[src/slr_pkg.sv]
// Shared types and constants for the styled line rasterizer.
// No dependencies; imported by slr_stepper and styled_line_rasterizer.
package slr_pkg;

  localparam int PATTERN_BITS  = 16;
  localparam int DASH_IDX_BITS = $clog2(PATTERN_BITS);
  localparam int COLOR_BITS    = 32;

  typedef logic [PATTERN_BITS-1:0]  pattern_t;
  typedef logic [DASH_IDX_BITS-1:0] dash_idx_t;
  typedef logic [COLOR_BITS-1:0]    color_t;

  // Item kind codes.
  typedef enum logic {
    KIND_START = 1'b0,
    KIND_STEP  = 1'b1
  } kind_t;

  // Control part of one pixel result handed from the stepper to the output stage.
  typedef struct packed {
    logic valid;
    logic plot;
    logic last;
  } res_ctl_t;

endpackage

[src/styled_line_rasterizer.sv]
// Top level of the styled line rasterizer: input register, stepper and output register.
// Depends on slr_pkg and slr_stepper.
//
// Usage: the input channel (in_valid / in_stall) carries one transaction per item.
// A start transaction (in_kind = start) loads both endpoints, the 16-bit dash pattern
// and the color; it produces no output. Each step transaction then yields one pixel
// on the output channel (out_valid / out_stall) with its coordinates, the plot flag
// taken from the pattern MSB first and the line color. A line yields
// max(|dx|,|dy|)+1 pixels; the final one sits on the second endpoint with out_last
// set, after which the block is idle. A step while idle is dropped silently, and a
// start during a line abandons the old line.
// A step transaction is taken into the input register, and its pixel is captured in the output
// register once that register can advance, because the input register feeds the Bresenham
// update straight into the output register. The input channel takes one transaction per
// cycle while the receiver does not stall the output, since the stepper handles each item
// in a single-pass error-term update.
// Reset (rst_n low, synchronous) empties both registers and leaves no line active.
// When the receiver stalls a pending pixel, the output register holds it; the input
// register still takes one further transaction, and in_stall rises only once that
// register is also full behind the stalled output.
module styled_line_rasterizer #(
  parameter int COORD_BITS = 16
) (
  input  logic                  clk,
  input  logic                  rst_n,
  input  logic                  in_valid,
  output logic                  in_stall,
  input  logic                  in_kind,
  input  logic [COORD_BITS-1:0] in_x_start,
  input  logic [COORD_BITS-1:0] in_y_start,
  input  logic [COORD_BITS-1:0] in_x_end,
  input  logic [COORD_BITS-1:0] in_y_end,
  input  slr_pkg::pattern_t     in_pattern,
  input  slr_pkg::color_t       in_color,
  output logic                  out_valid,
  input  logic                  out_stall,
  output logic [COORD_BITS-1:0] out_pixel_x,
  output logic [COORD_BITS-1:0] out_pixel_y,
  output logic                  out_plot,
  output slr_pkg::color_t       out_pixel_color,
  output logic                  out_last
);
  import slr_pkg::*;

  // Input register holding one accepted transaction.
  logic                  item_valid_r;
  kind_t                 kind_r;
  logic [COORD_BITS-1:0] x_start_r, y_start_r, x_end_r, y_end_r;
  pattern_t              pattern_r;
  color_t                color_r;

  // Output register.
  logic                  out_valid_r;
  logic [COORD_BITS-1:0] pix_x_r, pix_y_r;
  logic                  plot_r, last_r;
  color_t                pix_color_r;

  res_ctl_t              res_ctl;
  logic [COORD_BITS-1:0] res_x, res_y;
  color_t                res_color;
  logic                  adv;
  logic                  go;

  // The output register can take a new pixel when it is empty or being drained.
  assign adv      = !out_valid_r || !out_stall;
  assign go       = item_valid_r && adv;
  assign in_stall = item_valid_r && !adv;

  always_ff @(posedge clk) begin
    if (!rst_n) begin
      item_valid_r <= 1'b0;
    end else if (!in_stall) begin
      item_valid_r <= in_valid;
    end
  end

  always_ff @(posedge clk) begin
    if (in_valid && !in_stall) begin
      kind_r    <= kind_t'(in_kind);
      x_start_r <= in_x_start;
      y_start_r <= in_y_start;
      x_end_r   <= in_x_end;
      y_end_r   <= in_y_end;
      pattern_r <= in_pattern;
      color_r   <= in_color;
    end
  end

  slr_stepper #(
    .COORD_BITS(COORD_BITS)
  ) u_stepper (
    .clk       (clk),
    .rst_n     (rst_n),
    .go        (go),
    .kind      (kind_r),
    .x_start   (x_start_r),
    .y_start   (y_start_r),
    .x_end     (x_end_r),
    .y_end     (y_end_r),
    .pattern   (pattern_r),
    .color     (color_r),
    .res_ctl   (res_ctl),
    .res_x     (res_x),
    .res_y     (res_y),
    .res_color (res_color)
  );

  always_ff @(posedge clk) begin
    if (!rst_n) begin
      out_valid_r <= 1'b0;
    end else if (adv) begin
      out_valid_r <= res_ctl.valid;
    end
  end

  // A pixel is only produced when go is high, which implies adv.
  always_ff @(posedge clk) begin
    if (res_ctl.valid) begin
      pix_x_r     <= res_x;
      pix_y_r     <= res_y;
      plot_r      <= res_ctl.plot;
      last_r      <= res_ctl.last;
      pix_color_r <= res_color;
    end
  end

  assign out_valid       = out_valid_r;
  assign out_pixel_x     = pix_x_r;
  assign out_pixel_y     = pix_y_r;
  assign out_plot        = plot_r;
  assign out_pixel_color = pix_color_r;
  assign out_last        = last_r;

endmodule

[src/slr_stepper.sv]
// Line state registers and the single-pass Bresenham update for one item.
// Depends on slr_pkg for the kind codes, pattern/color types and result struct.
module slr_stepper #(
  parameter int COORD_BITS = 16
) (
  input  logic                   clk,
  input  logic                   rst_n,
  input  logic                   go,
  input  slr_pkg::kind_t         kind,
  input  logic [COORD_BITS-1:0]  x_start,
  input  logic [COORD_BITS-1:0]  y_start,
  input  logic [COORD_BITS-1:0]  x_end,
  input  logic [COORD_BITS-1:0]  y_end,
  input  slr_pkg::pattern_t      pattern,
  input  slr_pkg::color_t        color,
  output slr_pkg::res_ctl_t      res_ctl,
  output logic [COORD_BITS-1:0]  res_x,
  output logic [COORD_BITS-1:0]  res_y,
  output slr_pkg::color_t        res_color
);
  import slr_pkg::*;

  localparam int DW = COORD_BITS + 1;  // deltas and pixel count
  localparam int EW = COORD_BITS + 3;  // error term, signed

  logic                  active_r, active_nxt;
  logic [COORD_BITS-1:0] cur_x_r, cur_x_nxt, cur_y_r, cur_y_nxt;
  logic [COORD_BITS-1:0] end_x_r, end_x_nxt, end_y_r, end_y_nxt;
  logic [EW-1:0]         err_r, err_nxt;
  logic [DW-1:0]         maj_r, maj_nxt, min_r, min_nxt;
  logic                  neg_x_r, neg_x_nxt, neg_y_r, neg_y_nxt;
  logic                  y_major_r, y_major_nxt;
  logic [DW-1:0]         left_r, left_nxt;
  pattern_t              pat_r, pat_nxt;
  dash_idx_t             idx_r, idx_nxt;
  color_t                color_r, color_nxt;

  logic [DW-1:0] dx, dy, adx, ady;
  logic          y_maj_new;
  logic [DW-1:0] maj_new, min_new;
  logic          is_last, err_nonneg, step_x, step_y;
  logic [EW-1:0] maj2, min2;

  // Start of line: deltas, octant and initial error term.
  always_comb begin
    dx = {x_end[COORD_BITS-1], x_end} - {x_start[COORD_BITS-1], x_start};
    dy = {y_end[COORD_BITS-1], y_end} - {y_start[COORD_BITS-1], y_start};
    adx = dx[DW-1] ? (~dx + 1'b1) : dx;
    ady = dy[DW-1] ? (~dy + 1'b1) : dy;
    y_maj_new = (ady > adx);
    maj_new = y_maj_new ? ady : adx;
    min_new = y_maj_new ? adx : ady;
  end

  // Pixel step: the minor axis moves when the error term is not negative.
  always_comb begin
    is_last    = (left_r <= DW'(1));
    err_nonneg = ~err_r[EW-1];
    maj2       = {1'b0, maj_r, 1'b0};
    min2       = {1'b0, min_r, 1'b0};
    step_x     = y_major_r ? err_nonneg : 1'b1;
    step_y     = y_major_r ? 1'b1 : err_nonneg;
  end

  always_comb begin
    active_nxt  = active_r;
    cur_x_nxt   = cur_x_r;
    cur_y_nxt   = cur_y_r;
    end_x_nxt   = end_x_r;
    end_y_nxt   = end_y_r;
    err_nxt     = err_r;
    maj_nxt     = maj_r;
    min_nxt     = min_r;
    neg_x_nxt   = neg_x_r;
    neg_y_nxt   = neg_y_r;
    y_major_nxt = y_major_r;
    left_nxt    = left_r;
    pat_nxt     = pat_r;
    idx_nxt     = idx_r;
    color_nxt   = color_r;

    if (go && kind == KIND_START) begin
      active_nxt  = 1'b1;
      cur_x_nxt   = x_start;
      cur_y_nxt   = y_start;
      end_x_nxt   = x_end;
      end_y_nxt   = y_end;
      neg_x_nxt   = dx[DW-1] || (dx == '0);
      neg_y_nxt   = dy[DW-1] || (dy == '0);
      y_major_nxt = y_maj_new;
      maj_nxt     = maj_new;
      min_nxt     = min_new;
      err_nxt     = {1'b0, min_new, 1'b0} - {2'b00, maj_new};
      left_nxt    = maj_new + 1'b1;
      pat_nxt     = pattern;
      idx_nxt     = '0;
      color_nxt   = color;
    end else if (go && active_r) begin
      if (is_last) begin
        active_nxt = 1'b0;
        left_nxt   = '0;
      end else begin
        idx_nxt  = idx_r + 1'b1;
        left_nxt = left_r - 1'b1;
        err_nxt  = err_r + min2 - (err_nonneg ? maj2 : '0);
        if (step_x) begin
          cur_x_nxt = neg_x_r ? (cur_x_r - 1'b1) : (cur_x_r + 1'b1);
        end
        if (step_y) begin
          cur_y_nxt = neg_y_r ? (cur_y_r - 1'b1) : (cur_y_r + 1'b1);
        end
      end
    end
  end

  // Result of a step item; the pattern is read MSB first (bit index is ~idx).
  always_comb begin
    res_ctl.valid = go && (kind == KIND_STEP) && active_r;
    res_ctl.plot  = pat_r[~idx_r];
    res_ctl.last  = is_last;
    res_x         = is_last ? end_x_r : cur_x_r;
    res_y         = is_last ? end_y_r : cur_y_r;
    res_color     = color_r;
  end

  always_ff @(posedge clk) begin
    if (!rst_n) begin
      active_r  <= 1'b0;
      cur_x_r   <= '0;
      cur_y_r   <= '0;
      end_x_r   <= '0;
      end_y_r   <= '0;
      err_r     <= '0;
      maj_r     <= '0;
      min_r     <= '0;
      neg_x_r   <= 1'b0;
      neg_y_r   <= 1'b0;
      y_major_r <= 1'b0;
      left_r    <= '0;
      pat_r     <= '0;
      idx_r     <= '0;
      color_r   <= '0;
    end else begin
      active_r  <= active_nxt;
      cur_x_r   <= cur_x_nxt;
      cur_y_r   <= cur_y_nxt;
      end_x_r   <= end_x_nxt;
      end_y_r   <= end_y_nxt;
      err_r     <= err_nxt;
      maj_r     <= maj_nxt;
      min_r     <= min_nxt;
      neg_x_r   <= neg_x_nxt;
      neg_y_r   <= neg_y_nxt;
      y_major_r <= y_major_nxt;
      left_r    <= left_nxt;
      pat_r     <= pat_nxt;
      idx_r     <= idx_nxt;
      color_r   <= color_nxt;
    end
  end

endmodule

[config.mk]
export PLATFORM = sky130hd
export DESIGN_NAME = styled_line_rasterizer
export DESIGN_NICKNAME = d
export VERILOG_FILES = /design/src/slr_pkg.sv /design/src/styled_line_rasterizer.sv /design/src/slr_stepper.sv
export SDC_FILE = /design/constraint.sdc
export NUM_CORES = 1
export LEC_CHECK = 0
export ABC_AREA = 0
export BUFFER_PORTS_ARGS = -buffer_cell sky130_fd_sc_hd__buf_2
export CAP_MARGIN = 20
export CELL_PAD_IN_SITES_DETAIL_PLACEMENT = 1
export CELL_PAD_IN_SITES_GLOBAL_PLACEMENT = 1
export CORE_MARGIN = 5
export CORE_UTILIZATION = 47
export CTS_CLUSTER_SIZE = 14
export DETAILED_ROUTE_END_ITERATION = 7
export GPL_TIMING_DRIVEN = 0
export PLACE_DENSITY = 0.9
export SLEW_MARGIN = 0
export SYNTH_ARGS = -nofsm -noshare
export SYNTH_HDL_FRONTEND = slang
export SYNTH_SLANG_ARGS = --single-unit
[constraint.sdc]
create_clock -name clk -period 11.4 [get_ports clk]
set_input_delay 2.28 -clock clk [delete_from_list [all_inputs] [get_ports clk]]
set_output_delay 2.28 -clock clk [all_outputs]
set_load 0.02 [all_outputs]
==> impl_metrics.json <==
{
  "status": "finished, final reports clean",
  "ir_drop_mv": 0.191,
  "route.detailed.drc": 0,
  "cts_setup_buffers": 0,
  "postSynthAreaPerCell_sq_um": 9.24,
  "final_util_pct": 55.0,
  "drv_slew": 0,
  "gp_congestion": 0.968,
  "wl_per_cell_um": 24.3,
  "crit_type": "flop to flop",
  "vias": 18500,
  "drt_iter0_drc": 1280,
  "clk_pin_slew_ps": 60,
  "crit_path_end_kind": "flop",
  "slowest_stage": "or4_1",
  "fin_skew_ps": 45.7,
  "h-tree-depth": 2,
  "dr.pass1.iters": 5,
  "p_leak_nw": 9.33,
  "hold_depth": 0,
  "cp-start-kind": "flop",
  "cts_sinks": 370,
  "fp.dieH_um": 219,
  "io_buffers": 183,
  "max_stage_delay_ps": 530,
  "rsz0062_at_grt": "no",
  "clockBufferDepth": 3,
  "slew_headroom_pct": 22.9,
  "cp_max_fo": 10,
  "die-area_sq_um": 48100,
  "grt_max_degree": 46,
  "pwr_density_cell_nw_per_um2": 279,
  "ys_types": 96,
  "grt.overflow.total": 0,
  "dp_hpwl_um": 53900,
  "ys_top_cells_by_area": "edfxtp_1 (26%), dfxtp_1 (19%), ha_1 (6.9%), nand2_1 (5.9%), a21oi_1 (5.7%)",
  "clk_latency_ps": 600,
  "antenna_left": 0,
  "finalHoldViolCount": 0,
  "vias_per_cell": 6.00,
  "synth-edff-count": 179,
  "cp.arrival_ps": 10780,
  "syn_inst": 2229,
  "tns_ps": 0,
  "ff2ff_setup_slack_ps": 1090,
  "worstMarginPinSlew_ps": 1160,
  "async_reset_ff_share_pct": 0,
  "numCtsBuffers": 41,
  "synth_top_area_share_pct": 26.1,
  "synth_seq_cells": 370,
  "initial_core_util_pct": 47.7,
  "area_growth_pct": 15.3,
  "path_common_cell": "a21oi_1",
  "fmax_mhz": 97.0,
  "syn_area_sq_um": 20600,
  "ys_warn_count": 0,
  "finalCritPeriodShare_pct": 90.4,
  "drive_above_1_share_pct": 13.5,
  "io_pins": 185,
  "grt_pass1_vias": 20000,
  "ff2ff_path_depth": 41,
  "rows": 76,
  "grt_pass1_wl_um": 113000,
  "core_area_sq_um": 43200,
  "hold_buffers": 0,
  "cts_tree": "built",
  "nFillCells": 5047,
  "finalSetupViolCount": 0,
  "required_ps": 11870,
  "grt.total_usage_pct": 30.0,
  "synth_top_area_cell": "edfxtp_1",
  "die_x_um": 219,
  "cap_violations": 0,
  "hold_class": "flop to flop",
  "cts_resized": 0,
  "synth_ff_type": "dfxtp_1",
  "final_cells": 3082,
  "ys_seq_area_share_pct": 44.7,
  "ctsRootBufferMaster": "clkbuf_16",
  "antenna_found_initial": 3,
  "syn_nets": 2483,
  "layout.nets": 2717,
  "period_minus_slack_ps": 10310,
  "dp_cells": 3003,
  "drt_wl_total_um": 74800,
  "post-layout-total-power_mw": 6.62
}
-- worst paths after layout --
kind | from | endpoint
setup / recovery | y_start_r[0]$_DFFE_PP_ | u_stepper.err_r[18]$_SDFFE_PN0P_
hold / removal | u_stepper.res_color[26]$_SDFFE_PN0P_ | out_pixel_color[26]$_DFFE_PP_
setup reg to reg | y_start_r[0]$_DFFE_PP_ | u_stepper.err_r[18]$_SDFFE_PN0P_
hold reg to reg | u_stepper.res_color[26]$_SDFFE_PN0P_ | out_pixel_color[26]$_DFFE_PP_
-- placed cells by master, fill, tap and decap left out, types with 9 or more instances in the layout --
cell type,count
fa_1,23
a31oi_1,16
nand2_1,325
a21boi_0,13
dfxtp_1,191
nor4_1,10
and2_1,9
nand2b_1,20
nand3_1,28
or3_1,9
xor2_1,31
buf_2,190
nor3_1,32
a21oi_1,233
o21bai_1,9
o21a_1,24
ha_1,114
mux2i_1,18
inv_1,170
a211oi_1,42
nor2_1,170
a21o_1,16
o21ai_0,124
clkbuf_16,41
nor2b_1,38
mux2_2,30
xnor2_1,73
edfxtp_1,179
clkbuf_1,99
-- worst max-delay path, delay by kind of cell, from the launching register on --
kind	cells	cell delay [ps]
adder cells (fa/ha/maj)	4	1540
AND/OR/NAND/NOR	10	2460
buffers and inverters	4	830
flip-flops	1	430
XOR/XNOR	1	430
AO/OA/AOI/OAI	22	4450
-- registers in the layout, summed over array words and instances, names as in the netlist, 17 cells and up --
register / cells
u_stepper.maj_r: 17
out_pixel_color: 32
u_stepper.err_r: 18
u_stepper.left_r: 17
u_stepper.min_r: 17
color_r: 32
u_stepper.res_color: 32
-- synthesized netlist by cell type, drive strengths merged, types with 7 or more instances --
master and instances:
a21o 16, a21boi 13, or2 8, or4 7, inv 172, xor2 31
dfxtp 191, or3 10, mux2i 18, nor3 33, a31oi 16, nand2 326
and2 11, xnor2 73, nor2b 40, o21bai 10, nand2b 20, nand4 8
fa 23, o21ai 130, nand3 28, buf 11, nor4 12, nor2 170
mux2 31, o21a 25, o2111ai 7, clkbuf 90, a211oi 43, a21oi 235
o311a 8, ha 114, o311ai 11, and3 10, edfxtp 179
-- layer usage --
metal / part of all wire, % / track usage [%]
met1: 40 / 36.4
met2: 49 / 52.5
met3: 6.1 / 4.48
met4: 4.8 / 14.0
met5: 0.011 / 0
-- layout make-up --
type / instances / area [sq um] / share of cell area, %
diodes: 1 / 2.50 / 0.0105
plain buffers: 101 / 405 / 1.71
clock buffers: 58 / 1170 / 4.93
clock inverters: 18 / 193 / 0.812
inverters: 173 / 652 / 2.75
multi-input cells: 1585 / 10300 / 43.6
flip-flops and latches: 370 / 9200 / 38.7
well taps: 585 / 732 / 3.08
repair buffers: 191 / 1040 / 4.39
-- cells by family (layout without fill, tap and decap cells) --
kind of cell | Yosys count | count (layout) | synth area share [%]
multiplexers | 54 | 54 | 3.14
flip-flops | 370 | 370 | 44.7
XOR/XNOR | 104 | 104 | 4.42
buffers and inverters | 274 | 541 | 5.12
adder cells (fa/ha/maj) | 137 | 137 | 9.16
AND/OR/NAND/NOR | 706 | 706 | 15.7
other | 0 | 1 | 0
AO/OA/AOI/OAI | 584 | 584 | 17.8
-- per-stage QoR --
step	setup slack [ps]	hold slack (ps)	cell area [sq um]
detailed placement	1380	417	22400
global placement	1140	412	22200
CTS	1240	424	23700
floorplan	2910	408	20600
global route	483	421	23700
finish	1090	436	23700
-- power breakdown --
group          internal, mW  switching, mW
registers              1.51         0.0721
logic                  1.37           2.30
clock network         0.770          0.592
total                  3.65           2.97
Power figures use the tool's default switching activity.
